`config.mk`:
```
export PLATFORM = sky130hd
export DESIGN_NAME = asf_div_cell
export DESIGN_NICKNAME = d
export VERILOG_FILES = /design/src/design/asf_div_cell.sv
export SDC_FILE = /design/constraint.sdc
export NUM_CORES = 1
export LEC_CHECK = 0
export BUFFER_PORTS_ARGS = -buffer_cell sky130_fd_sc_hd__buf_2
export CAP_MARGIN = 20
export CORE_AREA = 4 4 122 124
export CTS_CLUSTER_SIZE = 30
export DETAILED_ROUTE_END_ITERATION = 10
export DIE_AREA = 0 0 126 128
export PLACE_DENSITY_LB_ADDON = 0.08
export SLEW_MARGIN = 10
export SYNTH_ARGS = -nofsm -noshare
export SYNTH_HDL_FRONTEND = slang
export SYNTH_SLANG_ARGS = --single-unit
```
`constraint.sdc`:
```
create_clock -name clock -period 4 [get_ports clock]
set_clock_uncertainty 0.2 [all_clocks]
set_input_delay 1.2 -clock clock [delete_from_list [all_inputs] [get_ports clock]]
set_output_delay 1.2 -clock clock [all_outputs]
set_load 0.01 [all_outputs]
```
`src/design/asf_div_cell.sv`:
```
// One quotient bit of a restoring divider row.
module asf_div_cell #(
   parameter int RW = 64,
   parameter int DW = 32,
   parameter int QW = 32,
   parameter int K = 0
) (
   input  logic          clock,
   input  logic [RW-1:0] rem_in,
   input  logic [DW-1:0] den_in,
   input  logic [QW-1:0] quot_in,
   output logic [RW-1:0] rem_out,
   output logic [DW-1:0] den_out,
   output logic [QW-1:0] quot_out
);

   logic [RW-1:0] rem_ff;
   logic [DW-1:0] den_ff;
   logic [QW-1:0] quot_ff;
   logic [RW-1:0] sub_den;
   logic [RW:0]   trial;
   logic          qbit;

   always_comb begin
      sub_den = RW'(den_in) << K;
      trial = {1'b0, rem_in} - {1'b0, sub_den};
      qbit = !trial[RW];
   end

   always_ff @(posedge clock) begin
      rem_ff <= qbit ? trial[RW-1:0] : rem_in;
      den_ff <= den_in;
      quot_ff <= {quot_in[QW-2:0], qbit};
   end

   assign rem_out = rem_ff;
   assign den_out = den_ff;
   assign quot_out = quot_ff;

endmodule

```
==> results.cfg <==
[hold_path]
min_path_type = in2reg

[floorplan]
start_util = 0.427
io_pins = 257
num_rows = 43
die_h_um = 128
die-width_um = 126
dieArea_sq_um = 16100
core_area_sq_um = 13800

[power]
powerDensity_nw_per_um2 = 424
ir_worst_vdd_v = 0.000261
power_leakage_nw = 4.26

[cts]
postCtsHoldBufs = 0
cts_tree = built
cts_max_level = 4
cts_buffer_depth = 2
cts_buffers = 17
post_cts_buffers = 0
path_clk_slew_ns = 0.06
cts-root-buf = clkbuf_16
cts_sinks = 128

[global_route]
grt-ovfl-total = 0
antenna_found_initial = 0
grt_max_degree = 39
grt_usage = 0.230
grt_pass1_wl_mm = 30.0
grt_pass1_vias = 6198

[timing]
rsz0062_at_grt = yes
finalCritPeriodShare = 0.963
worst_slew_pin_slew_ns = 0.856
setup_viol = 0
drv_slew = 0
fin_crit_ns = 3.85
max_slew_margin = 0.425
holdWs_ns = 0.682
finalHoldViolations = 0
fin_ws_ns = 0.150
fmax_ghz = 0.260

[routing]
dr.pass1.iters = 4
totalWireLength_mm = 18.7
ant_nets = 0
num_vias = 5866
first_iter_violations = 278
avgViaCountPerCell = 4.90
route.detailed.drc = 0
wl_per_cell_um = 15.6

[placement]
hpwl_mm = 15.6
place_ws_ns = -0.437
io_buffer_count = 255
routabilityCongestion = 0.883

[synth]
ys.warnings.count = 0
synth_nets = 796
ys.flop_type = dfxtp_1
ys_types = 67
synth_cells = 634
synth-edff-count = 0
yosysSeqAreaShare = 0.436
ys_ff_latch = 128
postSynthAreaPerCell_sq_um = 9.28
async_flop_share = 0
syn_area_sq_um = 5880

[cells_and_area]
antennaDiodeCount = 0
nets = 1166
register_area_sq_um = 2560
multi_input_area_sq_um = 3130
fin_util = 0.640
syn_to_final_growth_pct = 49.9
layout-drive-gt1-share = 0.433
num-fill-cells = 1239

[worst_setup_path]
path_cells = buf_2, inv_2, ha_4, fa_2, nand2b_4, a21o_1, a2111o_1, a31oi_4, nor4bb_4, or4_4, a311oi_2, buf_4, xor2_1
critPathRequiredTime_ns = 4.14
cp-end-kind = flop
cp_slowest_cell = or4_4
max_stage_delay_ns = 0.54
crit_path_max_fanout = 5
crit_arrival_ns = 4.00
worstSetupPathType = in2reg
startpoint_type = input port

[run_status]
status = finished clean

[job]
maxCapViolCount = 0
flip-flops by register name (all words and copies together) (netlist names):
register	cells
quot_out	32
den_out	32
rem_out	64
cell families after synthesis:
logic type	synth area share
AOI/OAI and AO/OA	0.163
and+or+nand+nor	0.184
DFF	0.436
buffers and inverters	0.0444
adders and majority gates	0.0715
muxes	0.00936
xor gates and xnor gates	0.0923
layout by cell type (no fill, tap or decap), drive strengths merged, types with 18 or more instances in the layout:
master	count
buf	375
dfxtp	128
nand2	63
o21ai	49
inv	46
a21oi	39
xor2	38
ha	32
xnor2	24
nor2	24
clkbuf	18
report_power, final:
group	leakage [nW]	internal, mW	switching (mW)
clock network	0.268	0.879	0.601
registers	1.08	1.41	0.0322
logic	2.92	0.393	0.432
total	4.26	2.68	1.07
synth_stat cells, types with 12 or more instances:
| library cell | instances | area share |
|---|---|---|
| dfxtp_1 | 128 | 0.44 |
| nand2_1 | 63 | 0.040 |
| o21ai_0 | 47 | 0.040 |
| inv_1 | 41 | 0.026 |
| a21oi_1 | 39 | 0.033 |
| xor2_1 | 38 | 0.057 |
| ha_1 | 32 | 0.068 |
| xnor2_1 | 24 | 0.036 |
| nor2_1 | 23 | 0.015 |
| clkbuf_1 | 16 | 0.010 |
| a21o_1 | 14 | 0.018 |
| nor4_1 | 12 | 0.013 |
timing repair:
action                     in CTS  in global routing
pin swaps                       1                  3
gates cloned                    0                  0
setup endpoints to repair       1                  8
resized for setup               0                  7
hold endpoints to repair        0                  0
worst paths after layout:
check | startpoint | end | slack [ns] | cells past startpoint
setup / recovery | rem_in[0] | rem_out[57] | 0.15 | 13
hold / removal | quot_in[30] | quot_out[31] | 0.68 | 1
worst max-delay path, delay by kind of cell:
kind / cells / cell delay, ns
adders and majority gates: 2 / 0.50
and+or+nand+nor: 3 / 0.78
AOI/OAI and AO/OA: 4 / 1.09
xor gates and xnor gates: 1 / 0.13
buffers and inverters: 3 / 0.31
area by class of cell:
cell class / instances / area share
clock buffer: 18 / 0.0498
sequential: 128 / 0.291
inverter: 41 / 0.0175
multi-input combinational: 441 / 0.355
tap: 180 / 0.0255
clock inverter: 13 / 0.0146
timing repair buffer: 375 / 0.247
through the flow:
step,instances,total power [mW],setup TNS (ns),cell area (sq um)
floorplan,634,1.86,0,5910
global placement,1165,2.28,-6.89,8210
detailed placement,1165,2.29,-8.75,8210
CTS,1196,3.78,0,8780
global route,1196,3.93,0,8820
finish,1196,3.74,0,8820
routing by layer:
layer	routed length, um	track usage
met3	1090	0.0546
met5	0	0
met2	9740	0.428
met4	314	0.0795
met1	7520	0.258
Power figures use the tool's default switching activity.
