### src/design/asf_pkg.sv
// Shared types, constants and tables of the arrive steering force block.
package asf_pkg;

   localparam int CORDIC_STEPS_DEF = 16;
   localparam int ATAN_ENTRIES = 24;

   // pipeline depth from accepted item to result strobe
   localparam int LATENCY = 139;

   // CORDIC datapath widths
   localparam int CX_W = 36;
   localparam int CZ_W = 34;

   localparam logic [30:0] BRAKE_RADIUS_RST = 31'd6553600;
   localparam logic [30:0] STOP_RADIUS_RST = 31'd655360;
   localparam logic [30:0] BRAKE_FACTOR_RST = 31'd65536;

   // angles in Q29 radians
   localparam logic [31:0] PI_Q29 = 32'd1686629713;
   localparam logic [31:0] TWO_PI_Q29 = 32'd3373259426;
   // 2pi * 2^14, keeps the angle difference positive before reduction
   localparam logic [47:0] MOD_BIAS = 48'(TWO_PI_Q29) << 14;
   localparam logic signed [33:0] TURN_MAX = 34'sd25736;

   localparam logic [31:0] ATAN_Q29 [ATAN_ENTRIES] = '{
      32'd421657428, 32'd248918915, 32'd131521918, 32'd66762579, 32'd33510830,
      32'd16771758, 32'd8387925, 32'd4194219, 32'd2097141, 32'd1048575,
      32'd524288, 32'd262144, 32'd131072, 32'd65536, 32'd32768, 32'd16384,
      32'd8192, 32'd4096, 32'd2048, 32'd1024, 32'd512, 32'd256, 32'd128, 32'd64
   };

   typedef enum logic [1:0] {
      CSR_BRAKE_RADIUS = 2'd0,
      CSR_STOP_RADIUS  = 2'd1,
      CSR_BRAKE_FACTOR = 2'd2
   } csr_index_type;

   typedef struct packed {
      logic signed [CX_W-1:0] x;
      logic signed [CX_W-1:0] y;
      logic signed [CZ_W-1:0] z;
   } cordic_type;

   typedef struct packed {
      logic [63:0] rad;
      logic [34:0] rem;
      logic [31:0] root;
   } sqrt_type;

endpackage

### src/design/asf_cordic_cell.sv
// One CORDIC vectoring rotation with a fixed shift.
module asf_cordic_cell import asf_pkg::*; #(
   parameter int K = 0
) (
   input  logic       clock,
   input  cordic_type cor_in,
   output cordic_type cor_out
);

   localparam logic signed [CZ_W-1:0] ANG = CZ_W'(ATAN_Q29[K]);

   cordic_type             cor_ff;
   cordic_type             cor_nxt;
   logic signed [CX_W-1:0] xs;
   logic signed [CX_W-1:0] ys;
   logic                   pos;

   always_comb begin
      xs = $signed(cor_in.x) >>> K;
      ys = $signed(cor_in.y) >>> K;
      pos = !cor_in.y[CX_W-1] && (cor_in.y != '0);
      if (pos) begin
         cor_nxt.x = cor_in.x + ys;
         cor_nxt.y = cor_in.y - xs;
         cor_nxt.z = cor_in.z + ANG;
      end else begin
         cor_nxt.x = cor_in.x - ys;
         cor_nxt.y = cor_in.y + xs;
         cor_nxt.z = cor_in.z - ANG;
      end
   end

   always_ff @(posedge clock) begin
      cor_ff <= cor_nxt;
   end

   assign cor_out = cor_ff;

endmodule

### config.mk
export PLATFORM = sky130hd
export DESIGN_NAME = asf_cordic_cell
export DESIGN_NICKNAME = d
export VERILOG_FILES = /design/src/design/asf_pkg.sv /design/src/design/asf_cordic_cell.sv
export SDC_FILE = /design/constraint.sdc
export NUM_CORES = 1
export LEC_CHECK = 0
export BUFFER_PORTS_ARGS = -buffer_cell sky130_fd_sc_hd__buf_2
export CAP_MARGIN = 40
export CORE_MARGIN = 2
export CORE_UTILIZATION = 45
export CTS_BUF_LIST = sky130_fd_sc_hd__clkbuf_16
export DETAILED_ROUTE_END_ITERATION = 12
export PLACE_DENSITY = 0.78
export SLEW_MARGIN = 10
export SYNTH_ARGS = -nofsm -noshare
export SYNTH_HDL_FRONTEND = slang
export SYNTH_SLANG_ARGS = --single-unit
### constraint.sdc
create_clock -name clock -period 5.82 [get_ports clock]
set_input_delay 1.164 -clock clock [delete_from_list [all_inputs] [get_ports clock]]
set_output_delay 1.164 -clock clock [all_outputs]
set_load 0.02 [all_outputs]
==> results.cfg <==
[run_status]
run_status = completed

[critical_path]
arrival_ns = 4.91
critical_path_class = input port to flip-flop
startpoint = cor_in[38]
cp_data_required_time_ns = 6.06
crit_path_max_fanout = 11
critPathCaptureType = flip-flop
startpoint_type = input port

[sta]
fin_setup_tns_ns = 0
final.period_utilization = 0.802
finalSetupViolCount = 0
timing_max_transition_violations_final = 0
fin_hold_ws_ns = 0.902
report.final.hold_viol_count = 0
slew-limit-headroom = 0.435
rsz0062_at_grt = no
final.min_clock_period_ns = 4.67
fmax_mhz = 214
worst-slew-pin-transition_ns = 0.841

[global_routing]
first_global_vias = 9755
global_route.usage.total = 0.270
grt_start_max_net_pins = 59
wire_length_of_the_first_global_routing_pass_um = 51900
globalRouteOverflowTotal = 0
grt_antenna_before_repair = 2

[drt]
drtIter0Drc = 905
detail-route-antenna-nets = 0
post-route-drc-count = 0
drt-pass1-iter-count = 6
postRouteWirelength_um = 33700
routed_via_density = 5.90
vias_after_detailed_routing = 10600
wl_per_cell_um = 18.8

[synth]
ys_seq_area_frac = 0.203
syn_nets = 1578
mapped_cell_area_mm2 = 0.0104
synthesized_netlist_cell_count = 1332
syn_avg_cell_area_um2 = 7.78
synth-seq-cells = 105
ys_async_sr_fraction = 0
ys_warn_count = 0
synth_cell_type_count = 84
ys.flop_type = sky130_fd_sc_hd__dfxtp_1
synth-edff-count = 0

[floorplan]
floorplan.die.height_um = 156
floorplan.io_pins = 213
effective_utilization_at_floorplan = 0.458
row_count = 55
die-width_um = 156
core_region_area_mm2 = 0.0226
floorplan.die_area_mm2 = 0.0243

[clock_network]
holdBufCountCts = 0
clkTransAtPathRegs_ns = 0.07
ctsResizeCount = 0
cts_max_level = 3
ctsLongestPathBuffers = 2
tritoncts.num_buffers = 9
cts_sinks = 105
cts_tree = yes
postCtsSetupBuffers = 0
clk_root_buffer_cell = sky130_fd_sc_hd__clkbuf_16

[hold_path]
hold_class = input port to flip-flop
hold_path.startpoint = cor_in[1]

[layout]
filler_cell_count = 2198
flip_flop_count_of_the_largest_register_after_layout = 105
final_layout_size_suffix_gt1_frac = 0.179
area.growth.synth_to_final_pct = 14.3
postLayoutCellArea_mm2 = 0.0119
fin_nets = 1753

[placement]
placement.io_buffers = 212
gp_congestion = 0.948
dpl-instance-area_mm2 = 0.0116
dp_hpwl_um = 27100

[pwr]
power_density_over_the_cells_mw_per_mm2 = 245
leakage_nw = 5.61
total_design_power_mw = 2.90
vdd_drop_max_mv = 0.118

[run]
reported_max_cap_violation_count = 0
==> placed cells by master (no fill, tap or decap), drive strengths merged, types with 17 or more instances in the layout <==
cell type,instances
a211oi,23
nor2b,19
nor2,106
o21a,19
a21o,53
o21ai,93
buf,221
nand3,20
xnor2,73
nor4,17
o21bai,33
nand2b,20
nor3,31
dfxtp,105
a21oi,152
inv,115
nand2,67
xor2,25
ha,135
==> cell usage after synthesis (19+ instances only) <==
cell type	count	share of area
sky130_fd_sc_hd__a211oi_1	20	0.014
sky130_fd_sc_hd__a21o_1	53	0.038
sky130_fd_sc_hd__a21oi_1	150	0.072
sky130_fd_sc_hd__buf_2	19	0.0092
sky130_fd_sc_hd__clkbuf_1	21	0.0076
sky130_fd_sc_hd__dfxtp_1	105	0.20
sky130_fd_sc_hd__ha_1	135	0.16
sky130_fd_sc_hd__inv_1	109	0.039
sky130_fd_sc_hd__nand2_1	67	0.024
sky130_fd_sc_hd__nand2b_1	20	0.012
sky130_fd_sc_hd__nand3_1	20	0.0097
sky130_fd_sc_hd__nor2_1	106	0.038
sky130_fd_sc_hd__nor3_1	30	0.014
sky130_fd_sc_hd__o21ai_0	77	0.037
sky130_fd_sc_hd__o21bai_1	33	0.024
sky130_fd_sc_hd__xnor2_1	73	0.062
sky130_fd_sc_hd__xor2_1	25	0.021
==> cell families after synthesis <==
kind of cell,count (synthesis),synth area share
AOI/OAI and AO/OA,470,0.303
xor gates and xnor gates,98,0.0828
muxes,16,0.0154
buffers and inverters,170,0.0678
adders and majority gates,139,0.171
and+or+nand+nor,334,0.158
DFF,105,0.203
==> cell type report <==
type / instances / area [um^2] / area share
antenna: 1 / 2.50 / 0.000211
clock buffer: 9 / 225 / 0.0190
clock inverter: 6 / 35.0 / 0.00296
inverter: 113 / 424 / 0.0358
multi-input combinational: 1057 / 7580 / 0.640
sequential: 105 / 2100 / 0.177
tap: 285 / 357 / 0.0301
timing repair buffer: 221 / 1120 / 0.0949
==> routing by layer <==
metal,vias up,global-route usage,share of wire
met5,-,0,0.00053
met3,72,0.0450,0.073
met1,4981,0.359,0.45
met4,2,0.104,0.039
li1,5090,-,-
met2,464,0.437,0.44
==> path summary, 6_finish.rpt <==
path,slack (ns),cells after the start,end
worst min-delay path,0.90,1,cor_out[1]
worst max-delay path,1.15,16,cor_out[33]
==> critical path, stage by stage <==
cell and delay (ns):
sky130_fd_sc_hd__buf_2 0.13, sky130_fd_sc_hd__nor4_1 0.46, sky130_fd_sc_hd__nand4_1 0.18, sky130_fd_sc_hd__nor2_1 0.21, sky130_fd_sc_hd__a41oi_4 0.21, sky130_fd_sc_hd__inv_2 0.28, sky130_fd_sc_hd__buf_4 0.23, sky130_fd_sc_hd__ha_1 0.32
sky130_fd_sc_hd__a21oi_1 0.33, sky130_fd_sc_hd__o21ai_0 0.13, sky130_fd_sc_hd__o21ai_0 0.21, sky130_fd_sc_hd__a311oi_2 0.09, sky130_fd_sc_hd__o21a_1 0.24, sky130_fd_sc_hd__a221oi_4 0.39, sky130_fd_sc_hd__mux2i_1 0.24, sky130_fd_sc_hd__nand2_1 0.06
==> metrics by stage <==
step	setup WS, ns	util	instances
floorplan	0.871	-	1332
global placement	0.979	0.512	1780
detailed placement	0.805	0.512	1781
CTS	1.18	0.523	1796
global route	0.827	0.523	1797
finish	1.15	0.523	1797
==> where the power goes <==
part	internal, mW	total, mW	switching, mW
clock network	0.287	0.579	0.292
registers	0.886	0.929	0.0432
logic	0.500	1.40	0.897
total	1.67	2.90	1.23
Power figures use the tool's default switching activity.
