**src/design/asf_pkg.sv**
```systemverilog
// Shared types, constants and tables of the arrive steering force block.
package asf_pkg;

   localparam int CORDIC_STEPS_DEF = 16;
   localparam int ATAN_ENTRIES = 24;

   // pipeline depth from accepted item to result strobe
   localparam int LATENCY = 139;

   // CORDIC datapath widths
   localparam int CX_W = 36;
   localparam int CZ_W = 34;

   localparam logic [30:0] BRAKE_RADIUS_RST = 31'd6553600;
   localparam logic [30:0] STOP_RADIUS_RST = 31'd655360;
   localparam logic [30:0] BRAKE_FACTOR_RST = 31'd65536;

   // angles in Q29 radians
   localparam logic [31:0] PI_Q29 = 32'd1686629713;
   localparam logic [31:0] TWO_PI_Q29 = 32'd3373259426;
   // 2pi * 2^14, keeps the angle difference positive before reduction
   localparam logic [47:0] MOD_BIAS = 48'(TWO_PI_Q29) << 14;
   localparam logic signed [33:0] TURN_MAX = 34'sd25736;

   localparam logic [31:0] ATAN_Q29 [ATAN_ENTRIES] = '{
      32'd421657428, 32'd248918915, 32'd131521918, 32'd66762579, 32'd33510830,
      32'd16771758, 32'd8387925, 32'd4194219, 32'd2097141, 32'd1048575,
      32'd524288, 32'd262144, 32'd131072, 32'd65536, 32'd32768, 32'd16384,
      32'd8192, 32'd4096, 32'd2048, 32'd1024, 32'd512, 32'd256, 32'd128, 32'd64
   };

   typedef enum logic [1:0] {
      CSR_BRAKE_RADIUS = 2'd0,
      CSR_STOP_RADIUS  = 2'd1,
      CSR_BRAKE_FACTOR = 2'd2
   } csr_index_type;

   typedef struct packed {
      logic signed [CX_W-1:0] x;
      logic signed [CX_W-1:0] y;
      logic signed [CZ_W-1:0] z;
   } cordic_type;

   typedef struct packed {
      logic [63:0] rad;
      logic [34:0] rem;
      logic [31:0] root;
   } sqrt_type;

endpackage

```
**src/design/asf_sqrt_cell.sv**
```systemverilog
// One root digit of the integer square root row.
module asf_sqrt_cell import asf_pkg::*; (
   input  logic     clock,
   input  sqrt_type sq_in,
   output sqrt_type sq_out
);

   sqrt_type   sq_ff;
   sqrt_type   sq_in_nxt;
   logic [34:0] r2;
   logic [34:0] trial;
   logic        ge;

   always_comb begin
      r2 = {sq_in.rem[32:0], sq_in.rad[63:62]};
      trial = {1'b0, sq_in.root, 2'b01};
      ge = (r2 >= trial);
      sq_in_nxt.rem = ge ? (r2 - trial) : r2;
      sq_in_nxt.root = {sq_in.root[30:0], ge};
      sq_in_nxt.rad = {sq_in.rad[61:0], 2'b00};
   end

   always_ff @(posedge clock) begin
      sq_ff <= sq_in_nxt;
   end

   assign sq_out = sq_ff;

endmodule

```
**config.mk**
```make
export PLATFORM = sky130hd
export DESIGN_NAME = asf_sqrt_cell
export DESIGN_NICKNAME = d
export VERILOG_FILES = /design/src/design/asf_pkg.sv /design/src/design/asf_sqrt_cell.sv
export SDC_FILE = /design/constraint.sdc
export NUM_CORES = 1
export LEC_CHECK = 0
export BUFFER_PORTS_ARGS = -buffer_cell sky130_fd_sc_hd__buf_2
export CORE_MARGIN = 4
export CORE_UTILIZATION = 25
export DETAILED_ROUTE_END_ITERATION = 10
export PLACE_DENSITY = 0.48
export SYNTH_ARGS = -nofsm -noshare
export SYNTH_HDL_FRONTEND = slang
export SYNTH_SLANG_ARGS = --single-unit
```
**constraint.sdc**
```tcl
create_clock -name clock -period 3.1 [get_ports clock]
set_clock_uncertainty 0.1 [all_clocks]
set_input_delay 0.155 -clock clock [delete_from_list [all_inputs] [get_ports clock]]
set_output_delay 0.155 -clock clock [all_outputs]
set_load 0.02 [all_outputs]
```
==> flow_summary.toml, run 1 <==
[setup_path]
crit_arrival_ns = 3.12
cp_max_fo = 26
cp_cell_sequence = "dlygate4sd3_1, buf_2, inv_1, ha_1, o21a_1, o211ai_1, a311o_1, a211oi_2, o31ai_2, o21ai_4, buf_12, mux2_2"
cp-start-kind = "input port"
crit_slowest_cell = "dlygate4sd3_1"
crit_required_ns = 3.30
cp.depth = 12
cp_top_family = "compound AO/OA/AOI/OAI gates"
end_kind = "register"
timing_worst_setup_path_type = "in -> reg"
crit_buf_inv = 4
max_stage_delay_ns = 0.56

[finish]
diodes = 0
multi_input_area_mm2 = 0.00221
final_core_utilization_pct = 43.5
drive_gt1_share_pct = 35.5
largest_register_ffs = 129
nets = 1072
syn2layout_area_growth_pct = 69.9
register_area_mm2 = 0.00258
nFillCells = 1919

[clocking]
cts_made_buffers = 17
root_buffer = "clkbuf_16"
clock_path_buffers = 2
cts_tree = "built"
clock_sinks = 129
clk_pin_slew_ns = 0.06
cts_max_level = 4

[detailed_routing]
drc = 0
dr_wl_met2_um = 8200
first_pass_iters = 4
wirelength_um = 17400
num_vias = 4964
drtIter0Drc = 204
met3WireLength_um = 1300
top_layer = "met4"
antenna_left = 0
vias_per_cell = 4.20
wl_met1_um = 7430
wl_per_cell_um = 14.7

[sta]
worst_pin_slew_ns = 0.561
rsz0062_at_grt = "false"
max_freq_mhz = 343
period_minus_slack_ns = 2.92
slew_viol_final = 0
post-route-period-util_pct = 94.1
setup_tns_ns = 0
slew_headroom_pct = 62.2
setup_viol = 0
hold_violations = 0

[placed_design]
place.gp.congestion = 0.802
port_buffers = 258
dpl.hpwl_um = 13000

[global_routing]
grt_pass1_wl_um = 26800
grt_usage_pct = 15.3
grt_max_degree = 31
antenna_found_initial = 0
grt_pass1_vias = 5241
grt_overflow = 0

[job]
cap_violations = 0

[logic_synthesis]
synth_cells = 499
synth_cell_types = 60
async_flop_share_pct = 0
synth-seq-area-share_pct = 51.3
netlist_area_mm2 = 0.00503
synth_edf_count = 0
synth-seq-cells = 129
yosys_warnings = 0
synth_flop_cell = "dfxtp_1"
post_synth.cell_area_avg_um2 = 10.1

[floorplan]
fp-row-count = 51
floorplan.io_pins = 263
dieArea_mm2 = 0.0225
die_x_um = 150
initial_core_util_pct = 25.6
die_y_um = 150
core-area_mm2 = 0.0197

[hold_path]
hp-start = "sq_in[31]"
hold_path_end = "sq_out[66]"
hp-class = "in -> reg"
holdPathStages = 6

[status]
status = "finished, final reports clean"

[pwr]
total_power_mw = 4.98
power_leakage_nw = 4.10
vdd_drop_max_mv = 0.355
power_density_mw_per_mm2 = 582
## worst min-delay path, stage by stage
cell      delay, ns
buf_2          0.09
inv_1          0.04
ha_1           0.17
a211oi_1       0.06
o211ai_1       0.11
xnor2_1        0.07
## cells in the mapped netlist, types with 4 or more instances
master | n | area share, %
and3_1 | 5 | 0.62
ha_1 | 34 | 8.4
buf_4 | 5 | 0.75
nand4_1 | 9 | 1.1
mux2_2 | 6 | 1.3
xor2_1 | 10 | 1.7
nor3_1 | 10 | 0.99
o21ai_0 | 20 | 2.0
nor2_1 | 45 | 3.4
inv_1 | 46 | 3.4
o211ai_1 | 5 | 0.75
nor2b_1 | 4 | 0.50
a21o_1 | 8 | 1.2
dfxtp_1 | 129 | 51
a21oi_1 | 46 | 4.6
xnor2_1 | 21 | 3.7
nand2_1 | 20 | 1.5
or3_1 | 4 | 0.50
buf_2 | 4 | 0.40
mux2_1 | 4 | 0.89
a21oi_2 | 4 | 0.70
## how the worst max path moves through the flow
stage / slack (ns) / to / start
2_1_floorplan: 0.67 / sq_out[60] / sq_in[5]
3_3_place_gp: 0.31 / sq_out[60] / sq_in[5]
3_5_place_dp: 0.29 / sq_out[54] / sq_in[21]
4_1_cts: 0.15 / sq_out[54] / sq_in[0]
5_1_grt: 0.01 / sq_out[48] / sq_in[0]
6_report: 0.18 / sq_out[48] / sq_in[0]
## final cells by class
cell class / instances / share of cell area (%)
Clock inverter: 14 / 1.54
Clock buffer: 17 / 4.97
Sequential cell: 129 / 30.2
Inverter: 46 / 2.02
Tap cell: 265 / 3.88
Timing Repair Buffer: 400 / 31.6
Multi-Input combinational cell: 312 / 25.8
## report_power, final
part / internal (mW) / total [mW] / switching (mW)
registers: 1.82 / 1.86 / 0.0360
clock network: 1.11 / 1.92 / 0.814
logic: 0.530 / 1.20 / 0.667
total: 3.46 / 4.98 / 1.52
## kinds of logic after synthesis
group	after synthesis	synth area share, %
other	1	0.0745
AND/OR/NAND/NOR	110	10.4
AO/OA/AOI/OAI	121	16.1
XOR/XNOR	31	5.39
multiplexers	14	3.13
flip-flops	129	51.3
buffers and inverters	59	5.19
adder cells (fa/ha/maj)	34	8.45
## routing by layer
layer / vias up / track usage (%)
met5: - / 0
met3: 20 / 4.21
li1: 2549 / -
met4: 0 / 6.54
met2: 179 / 26.2
met1: 2216 / 17.9
## per-stage QoR
| step | hold WS, ns | cells | setup slack [ns] | area [um^2] |
|---|---|---|---|---|
| global placement | 0.158 | 1023 | 0.308 | 6700 |
| finish | 0.227 | 1183 | 0.182 | 8550 |
| floorplan | 0.0827 | 500 | 0.669 | 5040 |
| CTS | 0.225 | 1182 | 0.148 | 8540 |
| global route | 0.261 | 1183 | 0.00982 | 8550 |
| detailed placement | 0.159 | 1023 | 0.286 | 6700 |
## layout by cell type, fill, tap and decap left out, drive strengths merged, types with 4 or more instances in the layout
master,instances
mux2,11
clkinvlp,4
nand2,20
and3,5
nor4,4
o211ai,6
a211oi,4
inv,52
clkbuf,17
nor3,10
dlygate4sd3,128
xnor2,21
a21oi,50
nor2,45
buf,272
nand4,9
or3,4
ha,34
nor2b,4
dfxtp,129
xor2,10
o21ai,22
a21o,8
## timing repair
action | CTS | global route
resized for setup | 0 | 2
hold buffers | 128 | 0
endpoints found under the hold margin | 128 | 0
endpoints found under the setup margin | 0 | 7
setup buffers | 0 | 1
(Power assumes the default switching activity.)
==> run 2: changes to the inputs <==
--- a/config.mk
+++ b/config.mk
@@ -10,6 +10,7 @@
 export CORE_UTILIZATION = 25
 export DETAILED_ROUTE_END_ITERATION = 10
 export PLACE_DENSITY = 0.48
+export SETUP_SLACK_MARGIN = 0.4
 export SYNTH_ARGS = -nofsm -noshare
 export SYNTH_HDL_FRONTEND = slang
 export SYNTH_SLANG_ARGS = --single-unit
==> run 2 against run 1 <==
  * Clock power about the same
  * Worst setup slack improved by 0.25 ns
  * Count of clock-buffer cells in the layout unchanged
  * Global-route usage hardly changed
  * Routed wire length up 3.2%
  * Critical endpoint unchanged
==> flow_summary.toml, run 2 (same netlist as run 1, synthesis figures left out) <==
[status]
status = "finished, final reports clean"

[pwr]
total_power_mw = 5.04
power_leakage_nw = 4.18
power_density_mw_per_mm2 = 576
vdd_drop_max_mv = 0.356

[clocking]
root_buffer = "clkbuf_16"
clock_sinks = 129
clk_pin_slew_ns = 0.06
clock_path_buffers = 2
cts_max_level = 4
cts_made_buffers = 17
cts_tree = "built"

[global_routing]
grt_max_degree = 31
grt_overflow = 0
grt_pass1_wl_um = 26700
grt_pass1_vias = 5242
antenna_found_initial = 0
grt_usage_pct = 15.3

[floorplan]
core-area_mm2 = 0.0197
floorplan.io_pins = 263
initial_core_util_pct = 25.6
dieArea_mm2 = 0.0225
fp-row-count = 51
die_y_um = 150
die_x_um = 150

[finish]
nFillCells = 1936
layout_commonest_cell = "buf_2"
final_core_utilization_pct = 44.5
drive_gt1_share_pct = 37.0
syn2layout_area_growth_pct = 73.8
diodes = 0
register_area_mm2 = 0.00258
final_cells = 1192
largest_register_ffs = 129
nets = 1081
final_cell_mix = "buf_2 (258), dfxtp_1 (129), dlygate4sd3_1 (128)"
multi_input_area_mm2 = 0.00228
post-route-cell-area_mm2 = 0.00875

[setup_path]
crit_arrival_ns = 2.87
crit_required_ns = 3.30
cp_max_fo = 13
cp-start-kind = "input port"
cp_cell_sequence = "dlygate4sd3_1, buf_2, ha_4, nor3_1, a311o_2, a211oi_4, o31ai_4, o21ai_4, buf_12, mux2_2"
end_kind = "register"
timing_worst_setup_path_type = "in -> reg"
max_stage_delay_ns = 0.56
crit_slowest_cell = "dlygate4sd3_1"

[sta]
max_freq_mhz = 375
rsz0062_at_grt = "true"
slew_headroom_pct = 63.4
setup_tns_ns = 0
slew_viol_final = 0
worst_pin_slew_ns = 0.544
setup_viol = 0
period_minus_slack_ns = 2.67
post-route-period-util_pct = 86.1
hold_violations = 0

[placed_design]
place.gp.congestion = 0.802
port_buffers = 258
dp_cells = 1023
place_area_mm2 = 0.00670
dpl.hpwl_um = 13000

[detailed_routing]
drc = 0
wirelength_um = 17900
first_pass_iters = 4
drtIter0Drc = 142
vias_per_cell = 4.21
num_vias = 5018
wl_per_cell_um = 15.0
antenna_left = 0

[job]
cap_violations = 0

[hold_path]
hp-class = "in -> reg"
==> run 2: changes by cell type in the layout (fill, tap and decap cells not counted), sizes merged <==
cell | before | now
buf | 272 | 279
clkbuf | 17 | 19
==> run 2: final cells by class <==
| cell class | count | area share, % |
|---|---|---|
| inverter | 46 | 1.97 |
| multi-input combinational | 312 | 26.0 |
| clock inverter | 14 | 1.50 |
| sequential | 129 | 29.5 |
| tap | 265 | 3.79 |
| clock buffer | 17 | 4.86 |
| timing repair buffer | 409 | 32.3 |
==> run 2: metal layers <==
metal  track usage, %  vias up  wire [um]
met5                0        -          0
met4             6.13        0        355
met3             4.82       19       1380
met2             26.3      180       8500
met1             17.6     2258       7670
li1                 -     2561          -
==> run 2: what timing repair did <==
action,CTS,global route
hold endpoints to repair,128,0
setup endpoints to repair,0,34
hold buffers,128,0
buffers inserted,0,8
resized for setup,0,13
==> run 2: final timing paths <==
kind | from | end | slack, ns | depth (start not counted)
max | sq_in[35] | sq_out[48] | 0.43 | 10
min | sq_in[32] | sq_out[34] | 0.19 | 4
==> run 2: worst max-delay path, delay by kind of cell <==
family | cells | cell delay (ns)
AO/OA/AOI/OAI | 4 | 1.14
AND/OR/NAND/NOR | 1 | 0.06
adder cells (fa/ha/maj) | 1 | 0.28
buffers and inverters | 3 | 0.89
multiplexers | 1 | 0.33
==> run 2: stage by stage <==
step	hold slack (ns)	worst slack, ns
6_report	0.193	0.431
5_1_grt	0.191	0.356
4_1_cts	0.165	0.403
3_5_place_dp	0.159	0.286
3_3_place_gp	0.158	0.308
2_1_floorplan	0.0827	0.669
==> run 2: power by group <==
| part | leakage, nW | total [mW] | internal, mW | switching (mW) |
|---|---|---|---|---|
| sequential | 1.09 | 1.86 | 1.82 | 0.0353 |
| combinational | 2.83 | 1.25 | 0.563 | 0.689 |
| clock | 0.263 | 1.93 | 1.11 | 0.818 |
| total | 4.18 | 5.04 | 3.50 | 1.54 |
